===== src/hdl/vspc_pkg.sv =====
// shared types, constants and helper functions of the version string parser
`timescale 1ns / 1ps

package vspc_pkg;

    localparam int unsigned CharW   = 8;
    localparam int unsigned WordW   = 16;
    localparam int unsigned VerW    = 4 * WordW;
    localparam int unsigned OrderW  = 2;
    localparam int unsigned CfgIdxW = 3;
    localparam int unsigned QDepth  = 4;
    localparam int unsigned QPtrW   = $clog2(QDepth);
    localparam int unsigned QCntW   = $clog2(QDepth + 1);
    localparam int unsigned OutDataW = 72;

    // configuration register indexes
    localparam logic [CfgIdxW-1:0] REG_CURRENT  = 3'd0;
    localparam logic [CfgIdxW-1:0] REG_RELEASED = 3'd1;
    localparam logic [CfgIdxW-1:0] REG_ALPHA    = 3'd2;
    localparam logic [CfgIdxW-1:0] REG_BETA     = 3'd3;
    localparam logic [CfgIdxW-1:0] REG_DEV      = 3'd4;
    localparam logic [CfgIdxW-1:0] REG_RC       = 3'd5;

    // order codes
    localparam logic [OrderW-1:0] ORD_OLDER = 2'd0;
    localparam logic [OrderW-1:0] ORD_EQUAL = 2'd1;
    localparam logic [OrderW-1:0] ORD_NEWER = 2'd2;

    // tag selects
    localparam logic [1:0] TAG_ALPHA = 2'd0;
    localparam logic [1:0] TAG_BETA  = 2'd1;
    localparam logic [1:0] TAG_DEV   = 2'd2;
    localparam logic [1:0] TAG_RC    = 2'd3;

    // characters
    localparam logic [CharW-1:0] CH_NUL  = 8'h00;
    localparam logic [CharW-1:0] CH_TAB  = 8'h09;
    localparam logic [CharW-1:0] CH_LF   = 8'h0A;
    localparam logic [CharW-1:0] CH_CR   = 8'h0D;
    localparam logic [CharW-1:0] CH_SP   = 8'h20;
    localparam logic [CharW-1:0] CH_DASH = 8'h2D;
    localparam logic [CharW-1:0] CH_DOT  = 8'h2E;
    localparam logic [CharW-1:0] CH_0    = 8'h30;
    localparam logic [CharW-1:0] CH_9    = 8'h39;
    localparam logic [CharW-1:0] CH_A    = 8'h41;
    localparam logic [CharW-1:0] CH_B    = 8'h42;
    localparam logic [CharW-1:0] CH_C    = 8'h43;
    localparam logic [CharW-1:0] CH_D    = 8'h44;
    localparam logic [CharW-1:0] CH_E    = 8'h45;
    localparam logic [CharW-1:0] CH_H    = 8'h48;
    localparam logic [CharW-1:0] CH_L    = 8'h4C;
    localparam logic [CharW-1:0] CH_P    = 8'h50;
    localparam logic [CharW-1:0] CH_R    = 8'h52;
    localparam logic [CharW-1:0] CH_T    = 8'h54;
    localparam logic [CharW-1:0] CH_V    = 8'h56;

    typedef enum logic [3:0] {
        PH_IDLE,
        PH_MAJOR,
        PH_MINOR,
        PH_REV,
        PH_SKIP,
        PH_TAGSEL,
        PH_TAGLET,
        PH_TAGNUM
    } t_phase;

    // one decided string, as handed from parser to comparator
    typedef struct packed {
        logic             ok;
        logic [WordW-1:0] major;
        logic [WordW-1:0] minor;
        logic [WordW-1:0] revision;
        logic [WordW-1:0] flavor;
    } t_result;

    typedef struct packed {
        logic [WordW-1:0] released;
        logic [WordW-1:0] alpha;
        logic [WordW-1:0] beta;
        logic [WordW-1:0] dev;
        logic [WordW-1:0] rc;
    } t_masks;

    // expected letter of a tag at a position, zero past its end
    function automatic logic [CharW-1:0] tag_char(input logic [1:0] sel,
                                                  input logic [2:0] pos);
        logic [CharW-1:0] ch;
        ch = CH_NUL;
        case (sel)
            TAG_ALPHA: begin
                case (pos)
                    3'd0: ch = CH_A;
                    3'd1: ch = CH_L;
                    3'd2: ch = CH_P;
                    3'd3: ch = CH_H;
                    3'd4: ch = CH_A;
                    default: ch = CH_NUL;
                endcase
            end
            TAG_BETA: begin
                case (pos)
                    3'd0: ch = CH_B;
                    3'd1: ch = CH_E;
                    3'd2: ch = CH_T;
                    3'd3: ch = CH_A;
                    default: ch = CH_NUL;
                endcase
            end
            TAG_DEV: begin
                case (pos)
                    3'd0: ch = CH_D;
                    3'd1: ch = CH_E;
                    3'd2: ch = CH_V;
                    default: ch = CH_NUL;
                endcase
            end
            default: begin
                case (pos)
                    3'd0: ch = CH_R;
                    3'd1: ch = CH_C;
                    default: ch = CH_NUL;
                endcase
            end
        endcase
        return ch;
    endfunction

    function automatic logic [2:0] tag_len(input logic [1:0] sel);
        logic [2:0] len;
        case (sel)
            TAG_ALPHA: len = 3'd5;
            TAG_BETA:  len = 3'd4;
            TAG_DEV:   len = 3'd3;
            default:   len = 3'd2;
        endcase
        return len;
    endfunction

endpackage


===== src/hdl/vspc_front.sv =====
// character parser: walks the version grammar and emits one decision per string
`timescale 1ns / 1ps

module vspc_front (
    input  logic                              i_clk,
    input  logic                              i_rst_n,
    input  logic                              i_valid,
    output logic                              o_ready,
    input  logic [vspc_pkg::CharW-1:0]        i_char,
    input  logic                              i_first,
    input  vspc_pkg::t_masks                  i_masks,
    input  logic                              i_q_full,
    output logic                              o_push,
    output vspc_pkg::t_result                 o_result
);

    vspc_pkg::t_phase             r_phase, n_phase, e_phase;
    logic [vspc_pkg::WordW-1:0]   r_acc, n_acc, e_acc;
    logic [vspc_pkg::WordW-1:0]   r_major, n_major, e_major;
    logic [vspc_pkg::WordW-1:0]   r_minor, n_minor, e_minor;
    logic [vspc_pkg::WordW-1:0]   r_rev, n_rev, e_rev;
    logic [1:0]                   r_sel, n_sel, e_sel;
    logic [2:0]                   r_pos, n_pos, e_pos;

    logic                         accept;
    logic                         is_numeral;
    logic                         is_end;
    logic [vspc_pkg::WordW-1:0]   acc_step;
    logic [vspc_pkg::WordW-1:0]   tag_mask;
    logic                         emit;
    logic                         emit_ok;
    logic [vspc_pkg::WordW-1:0]   emit_flavor;
    logic [2:0]                   pos_inc;

    assign o_ready = !i_q_full;
    assign accept  = i_valid && !i_q_full;

    assign is_numeral = (i_char >= vspc_pkg::CH_0) && (i_char <= vspc_pkg::CH_9);
    assign is_end   = (i_char == vspc_pkg::CH_NUL) || (i_char == vspc_pkg::CH_SP)
                   || (i_char == vspc_pkg::CH_TAB) || (i_char == vspc_pkg::CH_LF)
                   || (i_char == vspc_pkg::CH_CR);

    // first character restarts with cleared state
    always_comb begin
        if (i_first) begin
            e_phase = vspc_pkg::PH_MAJOR;
            e_acc   = '0;
            e_major = '0;
            e_minor = '0;
            e_rev   = '0;
            e_sel   = '0;
            e_pos   = '0;
        end else begin
            e_phase = r_phase;
            e_acc   = r_acc;
            e_major = r_major;
            e_minor = r_minor;
            e_rev   = r_rev;
            e_sel   = r_sel;
            e_pos   = r_pos;
        end
    end

    // acc * 10 + digit, wraps at 16 bits
    assign acc_step = (e_acc << 3) + (e_acc << 1)
                    + {{(vspc_pkg::WordW - 4){1'b0}}, i_char[3:0]};

    always_comb begin
        case (e_sel)
            vspc_pkg::TAG_ALPHA: tag_mask = i_masks.alpha;
            vspc_pkg::TAG_BETA:  tag_mask = i_masks.beta;
            vspc_pkg::TAG_DEV:   tag_mask = i_masks.dev;
            default:             tag_mask = i_masks.rc;
        endcase
    end

    assign pos_inc = e_pos + 3'd1;

    always_comb begin
        n_phase     = e_phase;
        n_acc       = e_acc;
        n_major     = e_major;
        n_minor     = e_minor;
        n_rev       = e_rev;
        n_sel       = e_sel;
        n_pos       = e_pos;
        emit        = 1'b0;
        emit_ok     = 1'b0;
        emit_flavor = '0;
        case (e_phase)
            vspc_pkg::PH_MAJOR, vspc_pkg::PH_MINOR: begin
                if (is_numeral) begin
                    n_acc = acc_step;
                end else if (i_char != vspc_pkg::CH_DOT) begin
                    emit = 1'b1;
                end else begin
                    if (e_phase == vspc_pkg::PH_MAJOR) begin
                        n_major = e_acc;
                        n_phase = vspc_pkg::PH_MINOR;
                    end else begin
                        n_minor = e_acc;
                        n_phase = vspc_pkg::PH_REV;
                    end
                    n_acc = '0;
                end
            end
            vspc_pkg::PH_REV: begin
                if (is_numeral) begin
                    n_acc = acc_step;
                end else begin
                    n_rev   = e_acc;
                    n_acc   = '0;
                    n_phase = vspc_pkg::PH_SKIP;
                    if (is_end) begin
                        emit        = 1'b1;
                        emit_ok     = 1'b1;
                        emit_flavor = i_masks.released;
                    end else if (i_char == vspc_pkg::CH_DASH) begin
                        n_phase = vspc_pkg::PH_TAGSEL;
                    end
                end
            end
            vspc_pkg::PH_SKIP: begin
                if (is_end) begin
                    emit        = 1'b1;
                    emit_ok     = 1'b1;
                    emit_flavor = i_masks.released;
                end else if (i_char == vspc_pkg::CH_DASH) begin
                    n_phase = vspc_pkg::PH_TAGSEL;
                end
            end
            vspc_pkg::PH_TAGSEL: begin
                n_pos   = 3'd1;
                n_phase = vspc_pkg::PH_TAGLET;
                if (i_char == vspc_pkg::CH_A) begin
                    n_sel = vspc_pkg::TAG_ALPHA;
                end else if (i_char == vspc_pkg::CH_B) begin
                    n_sel = vspc_pkg::TAG_BETA;
                end else if (i_char == vspc_pkg::CH_D) begin
                    n_sel = vspc_pkg::TAG_DEV;
                end else if (i_char == vspc_pkg::CH_R) begin
                    n_sel = vspc_pkg::TAG_RC;
                end else begin
                    emit = 1'b1;
                end
            end
            vspc_pkg::PH_TAGLET: begin
                if ((e_pos >= 3'd5) || (i_char != vspc_pkg::tag_char(e_sel, e_pos))) begin
                    emit = 1'b1;
                end else begin
                    n_pos = pos_inc;
                    if (pos_inc >= vspc_pkg::tag_len(e_sel)) begin
                        n_acc   = '0;
                        n_phase = vspc_pkg::PH_TAGNUM;
                    end
                end
            end
            vspc_pkg::PH_TAGNUM: begin
                if (is_numeral) begin
                    n_acc = acc_step;
                end else begin
                    emit        = 1'b1;
                    emit_ok     = 1'b1;
                    emit_flavor = e_acc | tag_mask;
                end
            end
            default: begin
                // decided or never started: characters are dropped
                n_phase = e_phase;
            end
        endcase
        if (emit) begin
            n_phase = vspc_pkg::PH_IDLE;
        end
    end

    always_comb begin
        o_push = accept && emit;
        if (emit_ok) begin
            o_result.ok       = 1'b1;
            o_result.major    = n_major;
            o_result.minor    = n_minor;
            o_result.revision = n_rev;
            o_result.flavor   = emit_flavor;
        end else begin
            o_result = '0;
        end
    end

    always_ff @(posedge i_clk) begin
        if (!i_rst_n) begin
            r_phase <= vspc_pkg::PH_IDLE;
            r_acc   <= '0;
            r_major <= '0;
            r_minor <= '0;
            r_rev   <= '0;
            r_sel   <= '0;
            r_pos   <= '0;
        end else if (accept) begin
            r_phase <= n_phase;
            r_acc   <= n_acc;
            r_major <= n_major;
            r_minor <= n_minor;
            r_rev   <= n_rev;
            r_sel   <= n_sel;
            r_pos   <= n_pos;
        end
    end

endmodule


===== src/hdl/vspc_queue.sv =====
// short queue of decided strings between parser and comparator
`timescale 1ns / 1ps

module vspc_queue (
    input  logic              i_clk,
    input  logic              i_rst_n,
    input  logic              i_push,
    input  vspc_pkg::t_result i_data,
    output logic              o_full,
    input  logic              i_pop,
    output logic              o_valid,
    output vspc_pkg::t_result o_data
);

    vspc_pkg::t_result               r_mem [vspc_pkg::QDepth];
    logic [vspc_pkg::QPtrW-1:0]      r_wr_ptr;
    logic [vspc_pkg::QPtrW-1:0]      r_rd_ptr;
    logic [vspc_pkg::QCntW-1:0]      r_count;
    logic                            do_push;
    logic                            do_pop;

    assign o_full  = (r_count == vspc_pkg::QCntW'(vspc_pkg::QDepth));
    assign o_valid = (r_count != '0);
    assign o_data  = r_mem[r_rd_ptr];
    assign do_push = i_push && !o_full;
    assign do_pop  = i_pop && o_valid;

    always_ff @(posedge i_clk) begin
        if (do_push) begin
            r_mem[r_wr_ptr] <= i_data;
        end
    end

    always_ff @(posedge i_clk) begin
        if (!i_rst_n) begin
            r_wr_ptr <= '0;
            r_rd_ptr <= '0;
            r_count  <= '0;
        end else begin
            if (do_push) begin
                r_wr_ptr <= r_wr_ptr + 1'b1;
            end
            if (do_pop) begin
                r_rd_ptr <= r_rd_ptr + 1'b1;
            end
            if (do_push && !do_pop) begin
                r_count <= r_count + 1'b1;
            end else if (do_pop && !do_push) begin
                r_count <= r_count - 1'b1;
            end
        end
    end

endmodule


===== src/hdl/vspc_back.sv =====
// comparator and output register: orders a decided version against the current one
`timescale 1ns / 1ps

module vspc_back (
    input  logic                               i_clk,
    input  logic                               i_rst_n,
    input  logic                               i_valid,
    input  vspc_pkg::t_result                  i_result,
    output logic                               o_pop,
    input  logic [vspc_pkg::VerW-1:0]          i_current,
    output logic                               o_valid,
    input  logic                               i_ready,
    output logic [vspc_pkg::OutDataW-1:0]      o_data
);

    logic                              r_valid;
    logic [vspc_pkg::OutDataW-1:0]     r_data;
    logic [vspc_pkg::VerW-1:0]         mine;
    logic [vspc_pkg::OrderW-1:0]       order;
    logic [vspc_pkg::OutDataW-1:0]     n_data;

    assign o_pop = i_valid && (!r_valid || i_ready);

    // word-wise lexicographic order equals an unsigned compare of the packed words
    assign mine = {i_result.major, i_result.minor, i_result.revision, i_result.flavor};

    always_comb begin
        if (!i_result.ok) begin
            order = vspc_pkg::ORD_OLDER;
        end else if (mine > i_current) begin
            order = vspc_pkg::ORD_NEWER;
        end else if (mine == i_current) begin
            order = vspc_pkg::ORD_EQUAL;
        end else begin
            order = vspc_pkg::ORD_OLDER;
        end
    end

    assign n_data = {{(vspc_pkg::OutDataW - 1 - vspc_pkg::VerW - vspc_pkg::OrderW){1'b0}},
                     order, i_result.flavor, i_result.revision, i_result.minor,
                     i_result.major, i_result.ok};

    always_ff @(posedge i_clk) begin
        if (o_pop) begin
            r_data <= n_data;
        end
    end

    always_ff @(posedge i_clk) begin
        if (!i_rst_n) begin
            r_valid <= 1'b0;
        end else if (o_pop) begin
            r_valid <= 1'b1;
        end else if (i_ready) begin
            r_valid <= 1'b0;
        end
    end

    assign o_valid = r_valid;
    assign o_data  = r_data;

endmodule


===== src/hdl/version_string_parse_compare_unit.sv =====
// top level of the version string parser and comparator
//
// input stream: one character per beat in s_axis_tdata, s_axis_tuser set on the
// first character of a string; a new first character drops any open string
// output stream: one beat per string at the character that decides it, carrying
// ok, the four version words and the order against the current version
// config channel: register index and data, always ready; write only while idle
// throughput: one character per cycle, sustained; the parser takes a beat in
// every cycle in which the four-entry result queue is not full
// path: a result is written into a queue entry at its deciding character, then held
// in the comparator output register, which drives m_axis
// stall: while m_axis_tready is low the output register holds its beat, the
// queue fills behind it, and s_axis_tready drops only once the queue is full
// reset: synchronous, active low; parser idle with no string open, queue and
// output empty, registers back to their defaults
`timescale 1ns / 1ps

module version_string_parse_compare_unit (
    input  logic                               i_clk,
    input  logic                               i_rst_n,
    // input stream
    input  logic                               s_axis_tvalid,
    output logic                               s_axis_tready,
    input  logic [vspc_pkg::CharW-1:0]         s_axis_tdata,  // [7:0] char_code
    input  logic                               s_axis_tuser,  // [0] first_char
    // output stream
    output logic                               m_axis_tvalid,
    input  logic                               m_axis_tready,
    // [0] ok, [16:1] major_word, [32:17] minor_word, [48:33] revision_word,
    // [64:49] flavor_word, [66:65] order, [71:67] zero
    output logic [vspc_pkg::OutDataW-1:0]      m_axis_tdata,
    // configuration writes
    input  logic                               i_cfg_valid,
    output logic                               o_cfg_ready,
    input  logic [vspc_pkg::CfgIdxW-1:0]       i_cfg_index,
    input  logic [vspc_pkg::VerW-1:0]          i_cfg_data
);

    logic [vspc_pkg::VerW-1:0]  r_current;
    vspc_pkg::t_masks           r_masks;
    logic                       cfg_we;

    logic                       q_full;
    logic                       q_push;
    vspc_pkg::t_result          q_in;
    logic                       q_valid;
    logic                       q_pop;
    vspc_pkg::t_result          q_out;

    assign o_cfg_ready = 1'b1;
    assign cfg_we      = i_cfg_valid;

    // config register file, indexes past the last register are dropped
    always_ff @(posedge i_clk) begin
        if (!i_rst_n) begin
            r_current        <= '0;
            r_masks.released <= 16'd128;
            r_masks.alpha    <= 16'd16;
            r_masks.beta     <= 16'd32;
            r_masks.dev      <= 16'd0;
            r_masks.rc       <= 16'd64;
        end else if (cfg_we) begin
            case (i_cfg_index)
                vspc_pkg::REG_CURRENT:  r_current        <= i_cfg_data;
                vspc_pkg::REG_RELEASED: r_masks.released <= i_cfg_data[vspc_pkg::WordW-1:0];
                vspc_pkg::REG_ALPHA:    r_masks.alpha    <= i_cfg_data[vspc_pkg::WordW-1:0];
                vspc_pkg::REG_BETA:     r_masks.beta     <= i_cfg_data[vspc_pkg::WordW-1:0];
                vspc_pkg::REG_DEV:      r_masks.dev      <= i_cfg_data[vspc_pkg::WordW-1:0];
                vspc_pkg::REG_RC:       r_masks.rc       <= i_cfg_data[vspc_pkg::WordW-1:0];
                default: begin
                    r_current <= r_current;
                end
            endcase
        end
    end

    // front: grammar walk, one character per beat
    vspc_front u_front (
        .i_clk    (i_clk),
        .i_rst_n  (i_rst_n),
        .i_valid  (s_axis_tvalid),
        .o_ready  (s_axis_tready),
        .i_char   (s_axis_tdata),
        .i_first  (s_axis_tuser),
        .i_masks  (r_masks),
        .i_q_full (q_full),
        .o_push   (q_push),
        .o_result (q_in)
    );

    // decoupling queue
    vspc_queue u_queue (
        .i_clk   (i_clk),
        .i_rst_n (i_rst_n),
        .i_push  (q_push),
        .i_data  (q_in),
        .o_full  (q_full),
        .i_pop   (q_pop),
        .o_valid (q_valid),
        .o_data  (q_out)
    );

    // back: compare and hold the output beat
    vspc_back u_back (
        .i_clk     (i_clk),
        .i_rst_n   (i_rst_n),
        .i_valid   (q_valid),
        .i_result  (q_out),
        .o_pop     (q_pop),
        .i_current (r_current),
        .o_valid   (m_axis_tvalid),
        .i_ready   (m_axis_tready),
        .o_data    (m_axis_tdata)
    );

endmodule

===== config.mk =====
export PLATFORM = sky130hd
export DESIGN_NAME = version_string_parse_compare_unit
export DESIGN_NICKNAME = d
export VERILOG_FILES = /design/src/hdl/vspc_pkg.sv /design/src/hdl/vspc_front.sv /design/src/hdl/vspc_queue.sv /design/src/hdl/vspc_back.sv /design/src/hdl/version_string_parse_compare_unit.sv
export SDC_FILE = /design/constraint.sdc
export NUM_CORES = 1
export LEC_CHECK = 0
export BUFFER_PORTS_ARGS = -buffer_cell sky130_fd_sc_hd__buf_2
export CORE_MARGIN = 3
export CORE_UTILIZATION = 43
export CTS_CLUSTER_DIAMETER = 80
export DETAILED_ROUTE_END_ITERATION = 10
export GPL_TIMING_DRIVEN = 0
export SKIP_CTS_REPAIR_TIMING = 1
export SLEW_MARGIN = 5
export SYNTH_ARGS = -nofsm -noshare
export SYNTH_HDL_FRONTEND = slang
export SYNTH_SLANG_ARGS = --single-unit

===== constraint.sdc =====
create_clock -name i_clk -period 7.1 [get_ports i_clk]
set_input_delay 1.065 -clock i_clk [delete_from_list [all_inputs] [get_ports i_clk]]
set_output_delay 1.065 -clock i_clk [all_outputs]
set_load 0.005 [all_outputs]

== Word level (Yosys, flattened, before mapping) ==
Memories as Yosys holds them, arrays and structs flattened. A register that Yosys moved wholly into a read port is not among the register bits.
Cells that the tools add are included.
Operators by class
  add/sub/neg operators: 7
  multipliers: 0
  divide/modulo/power cells: 0
  $lt $le $gt $ge: 5
  equality and inequality tests: 31
  shift-type cells: 0
  mux-type cells: 80
  bitwise gates (word level): 2
  reduce and logical (&&, ||, !) cells: 34
Operators with widths (number)
  2-to-1 mux 16 bit: 23
  case mux 16 bit (3 select lines): 2
  2-to-1 mux 65 bit: 1
  equality test 64 bit: 1
  greater-than comparator 64 bit: 1
  case mux 16 bit (4 select lines): 1
  case mux 7 bit (4 select lines): 2
  2-to-1 mux 4 bit: 10
  equality test 8 x 7 -> 1 bit (second input constant): 4
  equality test 8 x 4 -> 1 bit (second input constant): 3
  case mux 8 bit (3 select lines): 1
  case mux 7 bit (3 select lines): 1
  case mux 4 bit (5 select lines): 1
  2-to-1 mux 2 bit: 9
  2-to-1 mux 3 bit: 6
  2-to-1 mux 1 bit: 17
  adder 16 bit: 1
  adder 16 x 4 -> 16 bit: 1
  equality test 4 x 3 -> 1 bit (second input constant): 4
  equality test 8 x 6 -> 1 bit (second input constant): 2
  bitwise OR 16 bit: 1
  case mux 7 bit (2 select lines): 1
  equality test 3 x 2 -> 1 bit (second input constant): 4
  equality test 3 bit (second input constant): 4
  other kinds (30): 58
Word-level totals
  flip-flop bits (word level): 292
  latch bits: 0
  memory bits (writable): 260
  memory bits (read-only): 0
  input bits: 81
  output and inout bits: 75
  word-level logic and storage cells: 180
  memories: 1
Memories
  u_queue.r_mem: depth 4, width 65, rd ports 1, clocked after Yosys merged registers in 1, write ports 1, line vspc_queue.sv:15  | vspc_pkg::t_result r_mem [vspc_pkg::QDepth];

== Depth between registers and ports, before layout ==
Gate-level depths: netlist of the first run.
  word-level depth: 16
  mapped depth: 16
  mapped depth without buffers: 12

== Hierarchy ==
Synthesis of the first run repeated with hierarchy kept, for this count alone.
Unflattened totals
  cells, all modules: 2081
  area total of the unflattened synthesis: 25369.3 µm²
By module, submodules not included
  vspc_queue: times used 1, cells an instance 387, area an instance 9908.3 µm², sequential area each 7987.7 µm²
  vspc_front: times used 1, cells an instance 840, area an instance 6172.2 µm², sequential area each 1461.4 µm²
  version_string_parse_compare_unit: times used 1, cells an instance 549, area an instance 5567.8 µm², sequential area each 2882.8 µm²
  vspc_back: times used 1, cells an instance 305, area an instance 3721.1 µm², sequential area each 2031.9 µm²

== Least setup slack after synthesis of the first run ==
Ideal clock, no wire load.
  path type: input port to flip-flop
  start: in m_axis_tready
  end: reg u_queue.r_count[2] (netlist bit)
  setup time: 0.070 ns
  arrival time: 5.765 ns
  data required time: 7.030 ns
  path slack: 1.264 ns
  stages: 9
  path buffers: 0
  cell sequence: inv_1 > a21oi_1 > inv_1 > ha_1 > inv_1 > fa_1 > xor2_1 > or3_1 > a21oi_1
On the way
  word-level cells in the longest chain between the ends: 6
  elaborated cells between the ends (all ways): 8
  classes of those cells: 1 x mux; 7 x reduce/logical
Ends and longest elaborated chain
  start, declared: line version_string_parse_compare_unit.sv:28  | input logic m_axis_tready,
  logical OR 1 bit *: line vspc_back.sv:22  | assign o_pop = i_valid && (!r_valid || i_ready);
  logical AND 1 bit *: line vspc_back.sv:22
  named net q_pop: line version_string_parse_compare_unit.sv:47  | logic q_pop;
  logical AND 1 bit *: line vspc_queue.sv:26  | assign do_pop = i_pop && o_valid;
  logical NOT 1 bit: line vspc_queue.sv:46  | if (do_push && !do_pop) begin
  logical AND 1 bit: line vspc_queue.sv:46
  2-to-1 mux 3 bit or nonzero test 2 bit (tied branches)
  end signal, assigned: line vspc_queue.sv:47  | r_count <= r_count + 1'b1;
  end signal, assigned: line vspc_queue.sv:49  | r_count <= r_count - 1'b1;
  end, declared: line vspc_queue.sv:18  | logic [vspc_pkg::QCntW-1:0] r_count;
The timed path passes the listed nets; every way through them passes the cells marked *.
A chain may end at the register's enable or synchronous reset.

==> results of run 1 <==
## routing by layer
metal / vias up / share of wire (%)
met5: - / 0
met4: 0 / 2.9
met3: 125 / 6.0
met2: 619 / 47
met1: 8698 / 44
li1: 8296 / -
## worst max-delay path, cell delays in order (launching register included)
cell and delay [ns]:
dfxtp_1 0.35, buf_1 0.64, buf_1 0.90, mux4_2 0.66, ha_1 0.30, nand4_1 0.09
nor4_1 0.80, nand3_1 0.51, a211oi_1 0.72, nor3_1 0.18, o211a_1 0.18, a21oi_1 0.14
## sequential cells by signal (all words and copies together), names as in the netlist, named ones only
register	cells
u_queue.r_mem	260
r_masks	80
u_back.o_data	67
r_current	64
u_front.r_acc	16
u_front.r_major	16
u_front.r_minor	16
u_front.r_rev	16
u_front.r_phase	4
u_front.r_pos	3
u_queue.r_count	3
u_front.r_sel	2
u_queue.r_rd_ptr	2
u_queue.r_wr_ptr	2
u_back.o_valid	1
## per-stage QoR
stage	setup slack [ns]	setup TNS, ns	utilization, %	cell area (um^2)	hold WS [ns]
5_1_grt	1.011	0	51.01	28430	0.4693
6_report	1.436	0	51.01	28430	0.4536
4_1_cts	1.151	0	51.01	28430	0.4541
3_5_place_dp	1.206	0	47.35	26390	0.4458
2_1_floorplan	1.264	0	-	24560	0.4321
3_3_place_gp	-1.053	-12.13	47.04	26220	0.4393
## layout by cell type (no fill, tap or decap), types with 7 or more instances in the layout
cell / count
buf_2: 153
a21oi_1: 251
mux2i_1: 33
dfxtp_1: 227
clkbuf_16: 63
buf_1: 12
nand2_1: 402
nor2b_1: 27
a22oi_1: 48
nand3_1: 22
o221ai_1: 14
nand4_1: 17
clkbuf_8: 14
and3_1: 25
a211oi_1: 8
a21o_1: 15
o211ai_1: 15
buf_4: 7
or3_1: 12
clkbuf_1: 123
edfxtp_1: 327
ha_1: 98
mux4_2: 65
nor3_1: 17
xnor2_1: 15
inv_1: 84
a32oi_1: 8
nor2_1: 112
xor2_1: 8
clkinv_2: 10
o21ai_0: 45
a22o_1: 18
## kinds of logic (layout without fill, tap and decap cells)
logic type                 count (synthesis)  in the layout  synth area share (%)
and+or+nand+nor                          691            691                 12.60
DFF                                      554            554                 58.53
AOI/OAI and AO/OA                        468            468                 11.72
buffers and inverters                    226            489                 3.666
adders and majority gates                101            101                 5.241
muxes                                    100            100                 7.402
xor gates and xnor gates                  23             23                0.8208
other                                      2              6               0.03060
## area by class of cell
type                    count  share of cell area [%]
repair buffers            151                   3.081
clock buffers              88                   6.368
flip-flops and latches    554                   50.52
multi-input cells        1389                   32.76
clock inverters            24                  0.8054
inverters                  84                   1.109
well taps                 748                   3.292
plain buffers             142                   2.060
## path summary, 6_finish.rpt
path,start,endpoint,slack (ns),depth (start not counted)
worst max-delay path,register,u_back.o_data[66]$_SDFFCE_PN0P_,1.44,11
worst min-delay path,r_masks[32]$_SDFFE_PN0P_,r_masks[32]$_SDFFE_PN0P_,0.45,2
worst min register to register,r_masks[32]$_SDFFE_PN0P_,r_masks[32]$_SDFFE_PN0P_,0.45,2
worst max register to register,register,u_back.o_data[66]$_SDFFCE_PN0P_,1.44,11
## report_power, final
part / switching (mW) / internal [mW]
logic: 0.998 / 0.712
registers: 0.101 / 3.79
clock network: 1.28 / 1.88
total: 2.38 / 6.38
==> key figures, run 1 <==
CTS
  – Clock-pin slew on the worst setup and hold paths: about 0.06 ns
  – CTS Buf Count: slightly below 60
  – Total clock sinks: approximately 550
  – Worst-Skew Late Latency: just over 0.6 ns
  – CTS tree: yes
  – CTS Root Cell: clkbuf_16
  – CTS max path bufs: 3
  – H-tree levels: 2

STA
  – Tcrit/Tclk final: 79.77%
  – Actual slew at the worst max-slew pin: approximately 1.3 ns
  – Layout Skew: roughly 0.015 ns
  – Post-layout min period: between 5 and 6 ns
  – Slew Viols, Final: 0
  – Hold Fails Final Rpt: 0
  – Maximum clock frequency: 176.6 MHz
  – Final setup fails: 0
  – Unrepaired setup endpoints after global routing: no
  – Slew HR: between 10% and 20%

Floorplan
  – Initial core utilization: between 40 and 50%
  – # rows: 86
  – Placeable Area: about 56000 um^2
  – Die X: between 200 and 250 um
  – Total die area: 59980 um^2
  – IO Count: ~160
  – Die H: around 240 um

Synth
  – Post-Synthesis Cell Area: 24540 um^2
  – Post-Syn Area per Cell: ~11 um^2
  – Post-synth EDFFs: approximately 330
  – Number of synthesized register bits: 554
  – Cells after Synth: 2165
  – Synth warn: 0
  – Ranking of synthesized cells by area: edfxtp_1 (40%), dfxtp_1 (19%), nand2_1 (6.1%), mux4_2 (6.0%), a21oi_1 (5.1%)
  – Sequential fraction of the synthesis area: 58.53%
  – Commonest cells in the netlist: nand2_1 (402), edfxtp_1 (327), a21oi_1 (252)
  – Count leader, synth: nand2_1
  – Share of the synthesized area in the top cell type: between 40% and 50%
  – Ys flop type: edfxtp_1
  – Yosys cell types: 84
  – Cell taking the most area after synthesis: edfxtp_1
  – Synth async-reset ratio: 0%

Drt
  – Drt initial violations: between 1000 and 1500
  – Drt total wl: between 60 and 70 mm
  – Initial DRT Pass Iterations: 5
  – Mean routed wirelength per cell: 21.51 um
  – Final ANT Viol Nets: 0
  – Routed vias/inst: 5.578
  – Vias: 17740
  – Drc violations: 0

Layout
  – Final #Nets: ~2600
  – Non-Filler Instances: between 3000 and 4000
  – Sequential cell area: 14360 um^2
  – Area of the multi-input gates: around 9300 um^2
  – Share of cells above drive strength 1: ~15%
  – Diode count: 0
  – Area grow syn2layout: 15.84%
  – # fillers: 4997

Global route
  – Congestion Overflow GR: 0
  – Global-route track usage on met3: roughly 3.3%
  – Top Usage Layer GRT: met2
  – Antenna violations before repair: 1
  – Met1 usage: between 30% and 40%
  – Largest net degree at the start of global routing: 52
  – Total global-route track usage: between 20% and 30%
  – Met2 global-route usage: 37.66%
  – Global-route wire length before repair: a little over 100 mm
  – Vias in the first global route: around 17000

Pwr
  – Peak supply drop: between 150 and 200 uV
  – Cell area power density: 308.3 nW/um^2
  – Power, Total: between 8 and 9 mW
  – Lkg Pwr: between 9 and 10 nW

Setup path
  – Arrival @ worst endpoint: 6.12 ns
  – Critical Path Fanout Max: 10
  – Crit path kind: register to register
  – Crit start category: register
  – CP Capture Type: register
  – Required time of the critical path: approximately 7.6 ns

Run
  – Max-cap violations: 0

Outcome
  – Run status: finished clean

Placement
  – DP Cell Count: between 3000 and 4000
  – DP HPWL: 49.07 mm
  – Gpl congestion: roughly 0.91
  – I/O Buffers: ~150

Worst hold path
  – Min-delay worst type: register to register
No activity file was read; power rests on OpenSTA's default activity.
==> run 2: changes to the inputs <==
==> constraint.sdc (replaced) <==
create_clock -name i_clk -period 4.95 [get_ports i_clk]
set_input_delay 0.7425 -clock i_clk [delete_from_list [all_inputs] [get_ports i_clk]]
set_output_delay 0.7425 -clock i_clk [all_outputs]
set_load 0.005 [all_outputs]
==> run 2 against run 1 <==
  * Largest cell class unchanged
  * Die area stayed put
  * Utilization is 0.079 points lower
  * Power is 43% higher
  * Sequential cell count stayed put
  * Worst setup slack worse by 1.2 ns
  * Sequential power is 43% higher
  * Critical path depth is 3 higher
  * Sequential share of layout area is 0.078 points higher
==> key figures, run 2 (synthesis results as in run 1) <==
Placement
  – DP HPWL: 48.92 mm (-0.30%)
  – Gpl congestion: 0.9232 (+2.0%)
  – I/O Buffers: 145 (unchanged)

Layout
  – Area grow syn2layout: 15.67%
  – # fillers: 5037 (+0.80%)
  – Max FFs per register: 260 (unchanged)
  – Final #Nets: 2563 (unchanged)
  – Most common cell after layout, fill and taps aside: nand2_1
  – Share of cells above drive strength 1: 14.60% (-0.035 points)
  – Biggest register: u_queue.r_mem
  – Highest-count cells in the layout ignoring fill and taps: nand2_1 (402), edfxtp_1 (327), a21oi_1 (251), dfxtp_1 (227), buf_2 (153)
  – Sequential cell area: 14360 um^2 (unchanged)
  – Final core occ: 50.93% (-0.079 points)
  – Area of the multi-input gates: 9326 um^2 (+0.12%)

Setup path
  – CP Capture Type: register
  – Required time of the critical path: 5.46 ns (-2.10 ns)
  – Crit path kind: input port to register
  – Arrival @ worst endpoint: 5.22 ns (-0.90 ns)
  – Crit start category: input port
  – Critical Path Fanout Max: 10 (unchanged)
  – R2R depth: 11 (unchanged)

STA
  – Layout Skew: 0.02515 ns (+0.01008 ns)
  – Final setup fails: 0 (unchanged)
  – Post-layout min period: roughly 4.7 ns
  – Slew HR: 13.66% (-2.2 points)
  – Actual slew at the worst max-slew pin: 1.285 ns (+0.03334 ns)
  – Fin Hold WS: 0.3762 ns (-0.07746 ns)
  – Maximum clock frequency: around 210 MHz
  – Unrepaired setup endpoints after global routing: yes
  – Tcrit/Tclk final: a little over nine tenths
  – Hold Fails Final Rpt: 0 (unchanged)
  – Slew Viols, Final: 0 (unchanged)

Drt
  – Final ANT Viol Nets: 0 (unchanged)
  – Drt total wl: 67.95 mm (-0.69%)
  – Mean routed wirelength per cell: 21.37 um (-0.69%)
  – Initial DRT Pass Iterations: 6 (+1)
  – Drc violations: 0 (unchanged)
  – Routed vias/inst: 5.613 (+0.63%)
  – Drt initial violations: 1440 (-2.2%)
  – Vias: 17850 (+0.63%)

Floorplan
  – IO Count: 156 (unchanged)
  – Die H: 244.9 um (unchanged)
  – Total die area: 59980 um^2 (unchanged)
  – # rows: 86 (unchanged)
  – Placeable Area: 55740 um^2 (unchanged)
  – Die X: 244.9 um (unchanged)
  – Initial core utilization: 44.03% (unchanged)

Pwr
  – Lkg Pwr: 9.840 nW (-0.29%)
  – Cell area power density: 440.6 nW/um^2 (+43%)
  – Peak supply drop: 249.5 uV (+34%)

Global route
  – Largest net degree at the start of global routing: 53 (+1.9%)
  – Global-route wire length before repair: 102.9 mm (-0.63%)
  – Total global-route track usage: 22.33% (-0.24 points)
  – Antenna violations before repair: 1 (unchanged)
  – Vias in the first global route: 17310 (+0.37%)
  – Congestion Overflow GR: 0 (unchanged)

CTS
  – Worst-Skew Late Latency: 0.62 ns (about the same)
  – H-tree levels: 2 (unchanged)
  – CTS max path bufs: 3 (unchanged)
  – Clock-pin slew on the worst setup and hold paths: 0.06 ns (about the same)
  – CTS tree: yes
  – CTS Root Cell: clkbuf_16
  – Total clock sinks: 554 (unchanged)
  – CTS Buf Count: 59 (unchanged)

Outcome
  – Run status: finished clean

Worst hold path
  – Hold Crit Depth: 3 (+1)
  – Min-delay worst type: input port to register

Run
  – Max-cap violations: 0 (unchanged)
## run 2: changes by cell type in the layout (fill, tap and decap cells not counted), moves of 2 or more
cell and change:
clkbuf_2 +7, clkbuf_16 -2, bufinv_16 +3, clkinv_1 +3, clkinv_4 -2, clkbuf_8 -9
buf_1 -6, clkinvlp_4 +2, clkbuf_1 +5
## run 2: worst paths after layout
check,slack (ns),endpoint,start
worst max-delay path,0.24,u_front.r_acc[15]$_SDFFE_PN0P_,s_axis_tuser
worst min-delay path,0.38,r_current[45]$_SDFFE_PN0P_,i_cfg_data[45]
worst max register to register,0.28,u_back.o_data[66]$_SDFFCE_PN0P_,register
worst min register to register,0.45,r_masks[26]$_SDFFE_PN0P_,r_masks[26]$_SDFFE_PN0P_
## run 2: worst max-delay path, cell delays in order
cell and delay [ns]:
clkbuf_1 0.21, clkbuf_2 0.31, clkbuf_2 0.32, clkbuf_1 0.35, nor2b_1 0.91, ha_1 0.39, ha_1 0.33, o21ai_0 0.12
nor3_1 0.32, a211oi_1 0.16, o41ai_1 0.46, xnor2_1 0.26, nor2_1 0.07, o41ai_1 0.24
## run 2: report_power, final
group,total (mW),internal (mW),switching (mW)
logic,2.46,1.02,1.44
clock network,4.47,2.65,1.82
registers,5.58,5.44,0.136
total,12.5,9.12,3.39
## run 2: stage by stage
| stage | instance area [um^2] | std cells | TNS (ns) | total power, mW | setup WS (ns) |
|---|---|---|---|---|---|
| floorplan | 24560 | 2169 | 0 | 7.138 | 0.3985 |
| global placement | 26220 | 3062 | -428.80 | 8.092 | -1.661 |
| detailed placement | 26390 | 3068 | -2.583 | 8.160 | -0.9066 |
| CTS | 28360 | 3179 | -1.438 | 12.63 | -0.9527 |
| global route | 28390 | 3180 | 0 | 13.08 | 0.02841 |
| finish | 28390 | 3180 | 0 | 12.51 | 0.2415 |
## run 2: routing by layer
metal	vias up	wire [um]	track usage, %
met5	-	0	0
met3	151	4324	3.386
met4	0	2293	7.676
li1	8298	-	-
met2	630	31760	36.26
met1	8771	29570	30.77
## run 2: layout make-up
cell class / count / share of cell area [%]
timing repair buffer: 151 / 3.085
inverter: 84 / 1.111
clock buffer: 83 / 5.845
clock inverter: 28 / 1.106
sequential: 554 / 50.60
buffer: 142 / 2.094
tap: 748 / 3.297
antenna: 1 / 0.008815
multi-input combinational: 1389 / 32.85
